<file path="config.mk">
export PLATFORM = sky130hd
export DESIGN_NAME = servo_incremental_pid_steering_unit
export DESIGN_NICKNAME = d
export VERILOG_FILES = /design/src/hdl/sisp_pkg.sv /design/src/hdl/servo_incremental_pid_steering_unit.sv /design/src/hdl/sisp_ucode_rom.sv /design/src/hdl/sisp_sequencer.sv /design/src/hdl/sisp_datapath.sv
export SDC_FILE = /design/constraint.sdc
export NUM_CORES = 2
export LEC_CHECK = 0
export BUFFER_PORTS_ARGS = -buffer_cell sky130_fd_sc_hd__buf_2
export CORE_UTILIZATION = 70
export DETAILED_ROUTE_END_ITERATION = 6
export HOLD_SLACK_MARGIN = 0.15
export PLACE_DENSITY = 0.88
export SKIP_LAST_GASP = 1
export SLEW_MARGIN = 10
export SYNTH_ARGS = -nofsm -noshare
export SYNTH_HDL_FRONTEND = slang
export SYNTH_SLANG_ARGS = --single-unit
export TNS_END_PERCENT = 20
</file>
<file path="constraint.sdc">
create_clock -name clk -period 18.2 [get_ports clk]
set_input_delay 0.91 -clock clk [delete_from_list [all_inputs] [get_ports clk]]
set_output_delay 0.91 -clock clk [all_outputs]
set_load 0.005 [all_outputs]
</file>
<file path="src/hdl/sisp_pkg.sv">
`default_nettype none
// ----------------------------------------------------------------------------
// Steering PID package
// Widths, codes, microcode word layout and the band gain function shared by
// the steering PID sequencer, microcode ROM and datapath.
// ----------------------------------------------------------------------------
package sisp_pkg;

  localparam int GAIN_FRAC_BITS = 16;
  localparam int GAIN_W         = 20;
  localparam int DUTY_W         = 15;
  localparam int ERR_W          = 16;
  localparam int MODE_W         = 2;
  localparam int CFG_IDX_W      = 3;
  localparam int CFG_DATA_W     = 20;
  localparam int STEP_W         = 3;

  localparam int DIFF_W  = ERR_W + 2;
  localparam int PROD_W  = GAIN_W + 1 + DIFF_W;
  localparam int ACC_W   = PROD_W + 2;
  localparam int MAG_W   = ACC_W - 1;
  localparam int BAND_W  = 4;
  localparam int SCALE_W = MAG_W + BAND_W;
  localparam int SMAG_W  = SCALE_W - GAIN_FRAC_BITS;
  localparam int IPART_W = MAG_W - GAIN_FRAC_BITS;
  localparam int SAT_W   = ERR_W;
  localparam int SUM_W   = ERR_W + 2;

  localparam logic [SMAG_W-1:0] SAT_POS = SMAG_W'(2 ** (ERR_W - 1) - 1);
  localparam logic [SMAG_W-1:0] SAT_NEG = SMAG_W'(2 ** (ERR_W - 1));

  localparam logic [IPART_W-1:0] BAND_LIMIT_1 = IPART_W'(10);
  localparam logic [IPART_W-1:0] BAND_LIMIT_2 = IPART_W'(30);
  localparam logic [IPART_W-1:0] BAND_LIMIT_3 = IPART_W'(60);
  localparam logic [BAND_W-1:0]  BAND_GAIN_1  = BAND_W'(6);
  localparam logic [BAND_W-1:0]  BAND_GAIN_2  = BAND_W'(7);
  localparam logic [BAND_W-1:0]  BAND_GAIN_3  = BAND_W'(9);
  localparam logic [BAND_W-1:0]  BAND_GAIN_4  = BAND_W'(10);

  localparam logic [GAIN_W-1:0] KP_RESET    = GAIN_W'(32768);
  localparam logic [GAIN_W-1:0] KI_RESET    = GAIN_W'(22938);
  localparam logic [GAIN_W-1:0] KD_RESET    = GAIN_W'(655);
  localparam logic [DUTY_W-1:0] CENTER_RESET = DUTY_W'(0);
  localparam logic [DUTY_W-1:0] LEFT_RESET   = DUTY_W'(0);
  localparam logic [DUTY_W-1:0] RIGHT_RESET  = DUTY_W'(32767);

  localparam logic [MODE_W-1:0] MODE_NORMAL = MODE_W'(0);
  localparam logic [MODE_W-1:0] MODE_LEFT   = MODE_W'(1);

  localparam logic [CFG_IDX_W-1:0] REG_KP     = CFG_IDX_W'(0);
  localparam logic [CFG_IDX_W-1:0] REG_KI     = CFG_IDX_W'(1);
  localparam logic [CFG_IDX_W-1:0] REG_KD     = CFG_IDX_W'(2);
  localparam logic [CFG_IDX_W-1:0] REG_CENTER = CFG_IDX_W'(3);
  localparam logic [CFG_IDX_W-1:0] REG_LEFT   = CFG_IDX_W'(4);
  localparam logic [CFG_IDX_W-1:0] REG_RIGHT  = CFG_IDX_W'(5);

  localparam logic [STEP_W-1:0] STEP_FINISH = STEP_W'(6);

  typedef enum logic [1:0] {
    MUL_KP,
    MUL_KI,
    MUL_KD
  } mul_sel_t;

  typedef enum logic [1:0] {
    ACC_HOLD,
    ACC_CLEAR,
    ACC_ADD
  } acc_op_t;

  typedef struct packed {
    mul_sel_t          mul_sel;
    acc_op_t           acc_op;
    logic              mag_en;
    logic              scale_en;
    logic              jump_hold;
    logic              last;
    logic [STEP_W-1:0] jump_to;
  } ucode_t;

  typedef struct packed {
    logic     load;
    logic     fire;
    mul_sel_t mul_sel;
    acc_op_t  acc_op;
    logic     mag_en;
    logic     scale_en;
  } dp_ctl_t;

  typedef struct packed {
    logic [GAIN_W-1:0] kp;
    logic [GAIN_W-1:0] ki;
    logic [GAIN_W-1:0] kd;
    logic [DUTY_W-1:0] center;
    logic [DUTY_W-1:0] left;
    logic [DUTY_W-1:0] right;
  } cfg_t;

  function automatic logic [BAND_W-1:0] band_gain(input logic [IPART_W-1:0] ipart);
    logic [BAND_W-1:0] g;
    if (ipart <= BAND_LIMIT_1) begin
      g = BAND_GAIN_1;
    end else if (ipart <= BAND_LIMIT_2) begin
      g = BAND_GAIN_2;
    end else if (ipart <= BAND_LIMIT_3) begin
      g = BAND_GAIN_3;
    end else begin
      g = BAND_GAIN_4;
    end
    return g;
  endfunction

endpackage
`default_nettype wire

</file>
<file path="src/hdl/servo_incremental_pid_steering_unit.sv">
`default_nettype none
// ----------------------------------------------------------------------------
// Servo incremental PID steering unit
// The microcode program runs the three gain products on one shared multiplier;
// hold modes jump from the first step straight to the finish step. A new input
// transaction is taken only once the previous result is in the output register.
// Reset restores the default gains, center and limits, clears the error
// history, and leaves the unit idle with no result pending.
// ----------------------------------------------------------------------------
module servo_incremental_pid_steering_unit (
  input  wire logic                            clk,
  input  wire logic                            rst,
  input  wire logic                            in_valid,
  output logic                                 in_stall,
  input  wire logic [sisp_pkg::MODE_W-1:0]     steer_mode,
  input  wire logic [sisp_pkg::ERR_W-1:0]      err_sample,
  output logic                                 out_valid,
  input  wire logic                            out_stall,
  output logic      [sisp_pkg::DUTY_W-1:0]     duty,
  input  wire logic                            cfg_valid,
  output logic                                 cfg_ready,
  input  wire logic [sisp_pkg::CFG_IDX_W-1:0]  cfg_index,
  input  wire logic [sisp_pkg::CFG_DATA_W-1:0] cfg_data
);
  import sisp_pkg::*;

  cfg_t    cfg;
  dp_ctl_t ctl;
  logic    hold_mode;

  assign cfg_ready = 1'b1;

  always_ff @(posedge clk) begin
    if (rst) begin
      cfg.kp     <= KP_RESET;
      cfg.ki     <= KI_RESET;
      cfg.kd     <= KD_RESET;
      cfg.center <= CENTER_RESET;
      cfg.left   <= LEFT_RESET;
      cfg.right  <= RIGHT_RESET;
    end else if (cfg_valid && cfg_ready) begin
      case (cfg_index)
        REG_KP:     cfg.kp     <= cfg_data[GAIN_W-1:0];
        REG_KI:     cfg.ki     <= cfg_data[GAIN_W-1:0];
        REG_KD:     cfg.kd     <= cfg_data[GAIN_W-1:0];
        REG_CENTER: cfg.center <= cfg_data[DUTY_W-1:0];
        REG_LEFT:   cfg.left   <= cfg_data[DUTY_W-1:0];
        REG_RIGHT:  cfg.right  <= cfg_data[DUTY_W-1:0];
        default:    cfg.kp     <= cfg.kp;
      endcase
    end
  end

  sisp_sequencer u_seq (
    .clk       (clk),
    .rst       (rst),
    .in_valid  (in_valid),
    .in_stall  (in_stall),
    .out_valid (out_valid),
    .out_stall (out_stall),
    .hold_mode (hold_mode),
    .ctl       (ctl)
  );

  sisp_datapath u_dp (
    .clk        (clk),
    .rst        (rst),
    .ctl        (ctl),
    .cfg        (cfg),
    .steer_mode (steer_mode),
    .err_sample (err_sample),
    .hold_mode  (hold_mode),
    .duty       (duty)
  );

endmodule
`default_nettype wire

</file>
<file path="src/hdl/sisp_ucode_rom.sv">
`default_nettype none
// ----------------------------------------------------------------------------
// Steering PID microcode ROM
// Read-only control program: one control word per step of the sequencer.
// ----------------------------------------------------------------------------
module sisp_ucode_rom (
  input  wire logic [sisp_pkg::STEP_W-1:0] step,
  output sisp_pkg::ucode_t                 word
);
  import sisp_pkg::*;

  always_comb begin
    word = '{mul_sel: MUL_KP, acc_op: ACC_HOLD, mag_en: 1'b0, scale_en: 1'b0,
             jump_hold: 1'b0, last: 1'b0, jump_to: '0};
    case (step)
      STEP_W'(0): begin
        word.mul_sel   = MUL_KP;
        word.acc_op    = ACC_CLEAR;
        word.jump_hold = 1'b1;
        word.jump_to   = STEP_FINISH;
      end
      STEP_W'(1): begin
        word.mul_sel = MUL_KI;
        word.acc_op  = ACC_ADD;
      end
      STEP_W'(2): begin
        word.mul_sel = MUL_KD;
        word.acc_op  = ACC_ADD;
      end
      STEP_W'(3): begin
        word.acc_op = ACC_ADD;
      end
      STEP_W'(4): begin
        word.mag_en = 1'b1;
      end
      STEP_W'(5): begin
        word.scale_en = 1'b1;
      end
      default: begin
        word.last = 1'b1;
      end
    endcase
  end

endmodule
`default_nettype wire

</file>
<file path="src/hdl/sisp_sequencer.sv">
`default_nettype none
// ----------------------------------------------------------------------------
// Steering PID sequencer
// Step counter with conditional jump, input and output handshake control.
// ----------------------------------------------------------------------------
module sisp_sequencer (
  input  wire logic        clk,
  input  wire logic        rst,
  input  wire logic        in_valid,
  output logic             in_stall,
  output logic             out_valid,
  input  wire logic        out_stall,
  input  wire logic        hold_mode,
  output sisp_pkg::dp_ctl_t ctl
);
  import sisp_pkg::*;

  logic              busy;
  logic              busy_next;
  logic [STEP_W-1:0] step;
  logic [STEP_W-1:0] step_next;
  logic              out_valid_next;
  logic              out_free;
  ucode_t            word;

  sisp_ucode_rom u_rom (
    .step (step),
    .word (word)
  );

  assign in_stall = busy;
  assign out_free = !out_valid || !out_stall;

  always_comb begin
    busy_next = busy;
    step_next = step;
    if (!busy) begin
      if (in_valid) begin
        busy_next = 1'b1;
        step_next = '0;
      end
    end else if (word.last) begin
      if (out_free) begin
        busy_next = 1'b0;
      end
    end else if (word.jump_hold && hold_mode) begin
      step_next = word.jump_to;
    end else begin
      step_next = step + STEP_W'(1);
    end
  end

  always_comb begin
    ctl.load     = !busy && in_valid;
    ctl.fire     = busy && word.last && out_free;
    ctl.mul_sel  = word.mul_sel;
    ctl.acc_op   = busy ? word.acc_op : ACC_HOLD;
    ctl.mag_en   = busy && word.mag_en;
    ctl.scale_en = busy && word.scale_en;
    out_valid_next = ctl.fire || (out_valid && out_stall);
  end

  always_ff @(posedge clk) begin
    if (rst) begin
      busy      <= 1'b0;
      step      <= '0;
      out_valid <= 1'b0;
    end else begin
      busy      <= busy_next;
      step      <= step_next;
      out_valid <= out_valid_next;
    end
  end

endmodule
`default_nettype wire

</file>
<file path="src/hdl/sisp_datapath.sv">
`default_nettype none
// ----------------------------------------------------------------------------
// Steering PID datapath
// Shared gain multiplier, accumulator, band scaling, saturation and clamp,
// error history and the output duty register.
// ----------------------------------------------------------------------------
module sisp_datapath (
  input  wire logic                         clk,
  input  wire logic                         rst,
  input  wire sisp_pkg::dp_ctl_t            ctl,
  input  wire sisp_pkg::cfg_t               cfg,
  input  wire logic [sisp_pkg::MODE_W-1:0]  steer_mode,
  input  wire logic [sisp_pkg::ERR_W-1:0]   err_sample,
  output logic                              hold_mode,
  output logic      [sisp_pkg::DUTY_W-1:0]  duty
);
  import sisp_pkg::*;

  logic        [MODE_W-1:0]  mode_r;
  logic signed [ERR_W-1:0]   err_r;
  logic signed [ERR_W-1:0]   err_prev;
  logic signed [ERR_W-1:0]   err_prev2;
  logic signed [PROD_W-1:0]  prod;
  logic signed [ACC_W-1:0]   acc;
  logic        [MAG_W-1:0]   mag;
  logic                      neg;
  logic        [SCALE_W-1:0] scaled;

  logic signed [DIFF_W-1:0]  d1;
  logic signed [DIFF_W-1:0]  d2;
  logic signed [DIFF_W-1:0]  e_ext;
  logic signed [DIFF_W-1:0]  mul_b;
  logic        [GAIN_W-1:0]  mul_a;
  logic        [SMAG_W-1:0]  smag;
  logic        [SAT_W-1:0]   sat;
  logic signed [SUM_W-1:0]   corr;
  logic signed [SUM_W-1:0]   sum;
  logic signed [SUM_W-1:0]   lo;
  logic signed [SUM_W-1:0]   hi;
  logic        [DUTY_W-1:0]  duty_pid;
  logic        [DUTY_W-1:0]  duty_next;

  assign hold_mode = (mode_r != MODE_NORMAL);

  always_comb begin
    e_ext = DIFF_W'(err_r);
    d1    = e_ext - DIFF_W'(err_prev);
    d2    = e_ext - (DIFF_W'(err_prev) <<< 1) + DIFF_W'(err_prev2);
    case (ctl.mul_sel)
      MUL_KP: begin
        mul_a = cfg.kp;
        mul_b = d1;
      end
      MUL_KI: begin
        mul_a = cfg.ki;
        mul_b = e_ext;
      end
      MUL_KD: begin
        mul_a = cfg.kd;
        mul_b = d2;
      end
      default: begin
        mul_a = cfg.kp;
        mul_b = d1;
      end
    endcase
  end

  always_comb begin
    smag = scaled[SCALE_W-1:GAIN_FRAC_BITS];
    if (neg) begin
      sat  = (smag > SAT_NEG) ? SAT_W'(SAT_NEG) : SAT_W'(smag);
      corr = SUM_W'(0) - $signed(SUM_W'(sat));
    end else begin
      sat  = (smag > SAT_POS) ? SAT_W'(SAT_POS) : SAT_W'(smag);
      corr = $signed(SUM_W'(sat));
    end
    sum = corr + $signed(SUM_W'(cfg.center));
    lo  = $signed(SUM_W'(cfg.left));
    hi  = $signed(SUM_W'(cfg.right));
    if (sum >= lo && sum <= hi) begin
      duty_pid = sum[DUTY_W-1:0];
    end else if (sum <= lo) begin
      duty_pid = cfg.left;
    end else begin
      duty_pid = cfg.right;
    end
    case (mode_r)
      MODE_NORMAL: duty_next = duty_pid;
      MODE_LEFT:   duty_next = cfg.left;
      default:     duty_next = cfg.right;
    endcase
  end

  always_ff @(posedge clk) begin
    if (ctl.load) begin
      mode_r <= steer_mode;
      err_r  <= err_sample;
    end
    prod <= $signed({1'b0, mul_a}) * mul_b;
    case (ctl.acc_op)
      ACC_CLEAR: acc <= '0;
      ACC_ADD:   acc <= acc + ACC_W'(prod);
      default:   acc <= acc;
    endcase
    if (ctl.mag_en) begin
      neg <= acc[ACC_W-1];
      mag <= acc[ACC_W-1] ? MAG_W'(-acc) : MAG_W'(acc);
    end
    if (ctl.scale_en) begin
      scaled <= SCALE_W'(mag) * SCALE_W'(band_gain(mag[MAG_W-1:GAIN_FRAC_BITS]));
    end
    if (ctl.fire) begin
      duty <= duty_next;
    end
  end

  always_ff @(posedge clk) begin
    if (rst) begin
      err_prev  <= '0;
      err_prev2 <= '0;
    end else if (ctl.fire && !hold_mode) begin
      err_prev2 <= err_prev;
      err_prev  <= err_r;
    end
  end

endmodule
`default_nettype wire

</file>
== Word-level counts from Yosys, hierarchy flattened ==
Index checks and enable logic that the tools add are counted.

* Bits of input ports: 46
* Flip-flop bits (word level): 340
* Word-level logic and storage cells: 113

* Multipliers: 2
* Equality and inequality tests: 16
* Reductions and logical operators: 30
* Mux-type cells: 30
* Add/sub/neg operators: 8
* $lt $le $gt $ge: 8

{| class="wikitable"
|+ Operators by type and width
! cell !! number
|-
| $pmux W41 S2 || 1
|-
| $mul A40 B4 Y44 || 1
|-
| $add A41 B39 Y41 || 1
|-
| $mux W40 || 1
|-
| $neg A40 Y40 || 1
|-
| $pmux W20 S2 || 1
|-
| $mul A21 B18 Y39 || 1
|-
| $add A18 B16 Y18 || 2
|-
| $le A18 B16 Y1 || 2
|-
| $pmux W18 S2 || 1
|-
| $mux W16 || 2
|-
| $mux W15 || 2
|-
| $pmux W15 S2 || 1
|-
| $gt A28 B15 Y1 const B || 1
|-
| $gt A28 B16 Y1 const B || 1
|-
| $le A24 B4 Y1 const B || 1
|-
| $le A24 B5 Y1 const B || 1
|-
| $le A24 B6 Y1 const B || 1
|-
| $ge A18 B16 Y1 || 1
|-
| $mux W18 || 1
|-
| $sub A16 B17 Y18 || 1
|-
| $sub A1 B16 Y17 const A || 1
|-
| $sub A16 B16 Y17 || 1
|-
| $mux W3 || 5
|-
| 20 further kinds || 62
|}

== Logic depth before layout (Yosys ltp) ==
* Depth after elaboration: 9
* Depth in mapped cells: 38

== By module ==
A second synthesis with hierarchy kept.

* Cell total of the unflattened synthesis: 3939
* Area total of the unflattened synthesis: 34972.3 µm²

{| class="wikitable"
|+ By module, submodules not included
! module !! instances !! cells an instance !! area each (µm²)
|-
| sisp_datapath || 1 || 3497 || 30390.4
|-
| servo_incremental_pid_steering_unit || 1 || 394 || 4200.3
|-
| sisp_sequencer || 1 || 36 || 295.3
|-
| sisp_ucode_rom || 1 || 12 || 86.3
|}

== Worst setup path before layout ==
No wires, ideal clock.

* Path type: register to register
* Start point: reg u_dp.err_r[2]
* End point: reg u_dp.prod[38]
* Required time: 18080 ps
* Setup slack: 9337 ps
* Stages on the path, launching flop included: 39
* Arrival: 8743 ps
* Buffers on the path: 1
* Cells stage by stage: edfxtp_1 inv_1 fa_1 inv_1 ha_1 nor2b_1 o21ai_0 a21boi_0 o21ai_0 a21boi_0 o31ai_1 a211oi_1 mux2_2 o22ai_1 clkbuf_1 nor2_1 fa_1 inv_1 (+3 left out) inv_1 fa_1 inv_1 fa_1 inv_1 fa_1 inv_1 ha_1 a21o_1 a21o_1 a21oi_1 o21ai_0 a31oi_1 a31oi_1 and3_1 a211o_1 a21oi_1 xnor2_1

* Word-level cells in the longest chain between the ends: 4

{| class="wikitable"
|+ RTL lines
! what !! line !! RTL
|-
| start, declared || sisp_datapath.sv:20 || <nowiki>logic signed [ERR_W-1:0] err_r;</nowiki>
|-
| start signal, assigned || sisp_datapath.sv:98 || <nowiki>err_r <= err_sample;</nowiki>
|-
| $sub A16 B17 Y18 || sisp_datapath.sv:48 || <nowiki>d2 = e_ext - (DIFF_W'(err_prev) <<< 1) + DIFF_W'(err_prev2);</nowiki>
|-
| $add A18 B16 Y18 || sisp_datapath.sv:48 ||
|-
| $pmux W18 S2 * || sisp_datapath.sv:49 || <nowiki>case (ctl.mul_sel)</nowiki>
|-
| $mul A21 B18 Y39 * || sisp_datapath.sv:100 || <nowiki>prod <= $signed({1'b0, mul_a}) * mul_b;</nowiki>
|-
| end signal, assigned || sisp_datapath.sv:100 ||
|-
| end, declared || sisp_datapath.sv:23 || <nowiki>logic signed [PROD_W-1:0] prod;</nowiki>
|}

Every way passes the cells marked *; elsewhere a longest branch is shown, timed or not.
A chain may end at the register's enable or synchronous reset.

== Worst setup path in the final report ==
* Start point: reg u_dp.err_r[2]
* End point: reg u_dp.prod[36]

Same word-level chain as after synthesis.

==> run summary <==
• **placer's final routability congestion estimate** 0.9521
• **clock input transition at the sequential cells of the worst setup and hold paths** 0.06 ns
• **Post-CTS Repair Setup Buffers** 0
• **DRC errors left** 1
• **worst clock skew** 0.03228 ns
• **violated checks** design-rule violations
• **number of vias in the routed layout** 28,530
• **launching element type of the critical path** flop
• **global route total overflow** 0
• **data arrival time of the critical path** 10.37 ns
• **number of antenna violations at the first check in global routing** 1
• **final critical-path required period** 9.903 ns
• **gate family responsible for the most delay along the worst path** adder cells
• **met2 layer usage reported by global route** 0.5906
• **reg2reg start** u_dp.err_r[2]
• **combinational fraction of design power** 0.457
• **count of state elements after synthesis** 324
• **Pwr per Cell Area** 84.82 nW/µm²
• **total of endpoints with negative setup slack in the final report** 0
• **sequential group share of total power** 0.286
• **HPWL Detailed** 65,470 µm
• **first-pass GRT wire length** 141,000 µm
• **Sw Pwr** 1.230 mW
• **Max-Cap Viols** 0
• **worst hold-check path type** reg -> reg
• **beginning of the critical path** u_dp.err_r[2]
• **Least-Margin Pin Slew** 1.267 ns
• **total of fill cells in the finished design** 3,190
• **Core Util, Final** 0.7617
• **CP max-delay cell** sky130_fd_sc_hd__fa_1
• **net switching share of the total power** 0.3962
• **CP endpoint kind** flop
• **result of the run** complete, but fails checks
• **Final #Nets** 4,728
• **Syn Inst Count** 3,954
• **Antenna Diode Count** 0
• **port bufs** 62
• **combined area of all synthesized cells** 34,250 µm²
• **GR Util All Layers** 0.3523
• **later-pin clock latency in the skew report** 0.58 ns
• **LEAKAGE** 17.15 nW
• **most common flop cell mapped by yosys** sky130_fd_sc_hd__dfxtp_1
• **highest attainable clock frequency** 101.0 MHz
• **most frequent cell on the critical path** sky130_fd_sc_hd__inv_1
• **Die Wd** 223.2 µm
• **Iteration-0 DRC Markers** 2,656
• **most congested layer reported by global routing** met2
• **Core Region** 48,050 µm²
• **internal power** 1.874 mW
• **most used cells in the layout excluding fill and tap cells** 674 x sky130_fd_sc_hd__nand2_1, 616 x sky130_fd_sc_hd__inv_1, 382 x sky130_fd_sc_hd__fa_1
• **die height** 223.2 µm
• **initial standard-cell utilization of the core** 0.7129
• **global-route met3 utilization** 0.05716
• **number of buffers and inverters on the critical path** 9
• **I/O pin total** 64
• **met1 track utilization from global routing** 0.4369
• **commonest non-fill, non-tap cell in the layout** sky130_fd_sc_hd__nand2_1
• **cell types occupying the most area after synthesis** sky130_fd_sc_hd__fa_1 22%, sky130_fd_sc_hd__edfxtp_1 13%, sky130_fd_sc_hd__ha_1 11%
• **row count** 80
• **largest net degree at the start of global routing** 73
• **via/cell ratio** 6.154
• **Final TNS setup** 0 ns
• **layout-stage area growth over the synthesis result** 6.842%
• **routed wirelength normalized by instance count** 18.58 µm
• **register area share after synthesis** 0.2312
• **unrepaired setup endpoints after global routing** no
• **YS warnings** 0
• **wire length after detailed routing** 86,140 µm
• **worst slew margin relative to its limit** 0.1512
• **unique cell type count in the Yosys netlist** 78
• **Num CTS Buffers** 37
• **master cell of the clock root buffer** sky130_fd_sc_hd__clkbuf_16
• **clock tree from TritonCTS** built
• **DR pass1 iterations** 7
• **portion of the clock cycle consumed by the worst path in the final layout** 0.5441
• **kind of critical path** reg -> reg
• **number of gates resized after cts** 0
• **antenna-violating nets left** 0
• **worst-case clock buffer depth** 3
• **post-synth top area cell** sky130_fd_sc_hd__fa_1
• **Yosys top cell area share** 0.2233
• **max incr delay on CP** 0.56 ns
• **H-tree depth reported by CTS** 2
• **total of hold buffers inserted after clock tree synthesis** 0
• **mean instance size in the synthesized netlist** 8.663 µm²
• **hold path start** cfg[85]
• **DIE AREA** 49,820 µm²
• **data required time at the worst endpoint** 18.67 ns
• **number of global-route vias before repair** 28,900
• **share of synthesized registers carrying an async set or reset** 0
• **worst-case vdd ir drop** 81.03 µV
• **Max FO, Critical Path** 20
• **count of flip-flops with a built-in enable after synthesis** 143
• **final count of pins violating max slew** 0
• **number of hold-slack violations in the final timing report** 0
• **part of the total power dissipated in the clock network** 0.257
• **clock net sink count** 324
• **fraction of layout cells with a size suffix above 1** 0.05274
==> cell families after synthesis <==
| group | Yosys count | share of synthesized area |
|---|---|---|
| adder cells (fa/ha/maj) | 690 | 0.3358 |
| other | 2 | 0.0002193 |
| AND/OR/NAND/NOR | 1267 | 0.1680 |
| flip-flops | 324 | 0.2312 |
| buffers and inverters | 762 | 0.08391 |
| AO/OA/AOI/OAI | 748 | 0.1395 |
| multiplexers | 7 | 0.002119 |
| XOR/XNOR | 154 | 0.03938 |
==> worst reg2reg max path, delay by kind of cell, from the launching register on <==
kind                       cells  cell delay (ns)
AOI/OAI and AO/OA             10             2.37
buffers and inverters          9             0.76
muxes                          2             0.71
adders and majority gates      9             4.37
DFF                            1             0.41
and+or+nand+nor                5             1.18
==> registers in the layout, indices dropped and copies added (netlist names) <==
name	cells
u_dp.acc	41
u_seq.step	3
u_dp.mag	40
u_dp.scaled	28
u_dp.prod	39
u_dp.duty	15
cfg	105
u_dp.neg	1
u_dp.mode_r	2
u_dp.err_prev	16
u_seq.out_valid	1
u_dp.err_r	16
u_seq.in_stall	1
u_dp.err_prev2	16
==> stage by stage <==
stage / hold WS (ns) / power, mW / area [µm²] / instances / setup WS (ns)
floorplan: 0.4332 / 1.935 / 34390 / 3990 / 9.337
global placement: 0.4412 / 2.232 / 35280 / 4568 / 8.755
detailed placement: 0.4437 / 2.279 / 35280 / 4568 / 8.436
CTS: 0.4525 / 3.090 / 36600 / 4635 / 8.376
global route: 0.4701 / 3.304 / 36600 / 4635 / 7.680
finish: 0.4546 / 3.104 / 36600 / 4635 / 8.297
==> per-layer routing <==
metal / share of wire / wire length, µm / vias up
li1: - / - / 12990
met1: 0.38 / 32540 / 13730
met2: 0.48 / 41180 / 1423
met3: 0.086 / 7374 / 389
met4: 0.058 / 5026 / 2
met5: 0.00015 / 13 / -
==> power groups by stage <==
stage          sequential, mW  combinational (mW)  clock, mW
2_1_floorplan           0.878                1.06          0
4_1_cts                 0.887                1.40      0.800
6_report                0.889                1.42      0.796
3_3_place_gp            0.900                1.33          0
3_5_place_dp            0.902                1.38          0
5_1_grt                 0.891                1.58      0.830
==> synth_stat cells, types with 15 or more instances <==
library cell / number
sky130_fd_sc_hd__o31ai_1: 31
sky130_fd_sc_hd__nand4_1: 17
sky130_fd_sc_hd__nand2b_1: 23
sky130_fd_sc_hd__a21o_1: 89
sky130_fd_sc_hd__nand3_1: 47
sky130_fd_sc_hd__nor3_1: 41
sky130_fd_sc_hd__xor2_1: 38
sky130_fd_sc_hd__nor2_1: 203
sky130_fd_sc_hd__a22oi_1: 37
sky130_fd_sc_hd__and2_1: 91
sky130_fd_sc_hd__o21a_1: 51
sky130_fd_sc_hd__a31oi_1: 15
sky130_fd_sc_hd__a21oi_1: 253
sky130_fd_sc_hd__edfxtp_1: 143
sky130_fd_sc_hd__a211oi_1: 21
sky130_fd_sc_hd__and3_1: 18
sky130_fd_sc_hd__fa_1: 382
sky130_fd_sc_hd__inv_1: 616
sky130_fd_sc_hd__dfxtp_1: 181
sky130_fd_sc_hd__nor2b_1: 36
sky130_fd_sc_hd__clkbuf_1: 135
sky130_fd_sc_hd__xnor2_1: 116
sky130_fd_sc_hd__nand2_1: 674
sky130_fd_sc_hd__o21ai_0: 121
sky130_fd_sc_hd__nand3b_1: 35
sky130_fd_sc_hd__or3_1: 20
sky130_fd_sc_hd__o21bai_1: 18
sky130_fd_sc_hd__ha_1: 308
sky130_fd_sc_hd__nor4_1: 15
==> path summary, 6_finish.rpt <==
check / end / slack (ns) / depth (start not counted)
setup / recovery: u_dp.prod[36] / 8.30 / 35
hold / removal: cfg[85] / 0.45 / 2
setup reg to reg: u_dp.prod[36] / 8.30 / 35
hold reg to reg: cfg[85] / 0.45 / 2
==> area by class of cell <==
class | count | area [µm²] | share of cell area
Clock buffer | 45 | 1030 | 0.02814
Timing Repair Buffer | 108 | 658.1 | 0.01798
Multi-Input combinational cell | 2904 | 23620 | 0.6454
Sequential cell | 324 | 7918 | 0.2164
Inverter | 617 | 2316 | 0.06329
Clock inverter | 22 | 285.3 | 0.007795
Tap cell | 615 | 769.5 | 0.02103
No activity file was read; power rests on OpenSTA's default activity.
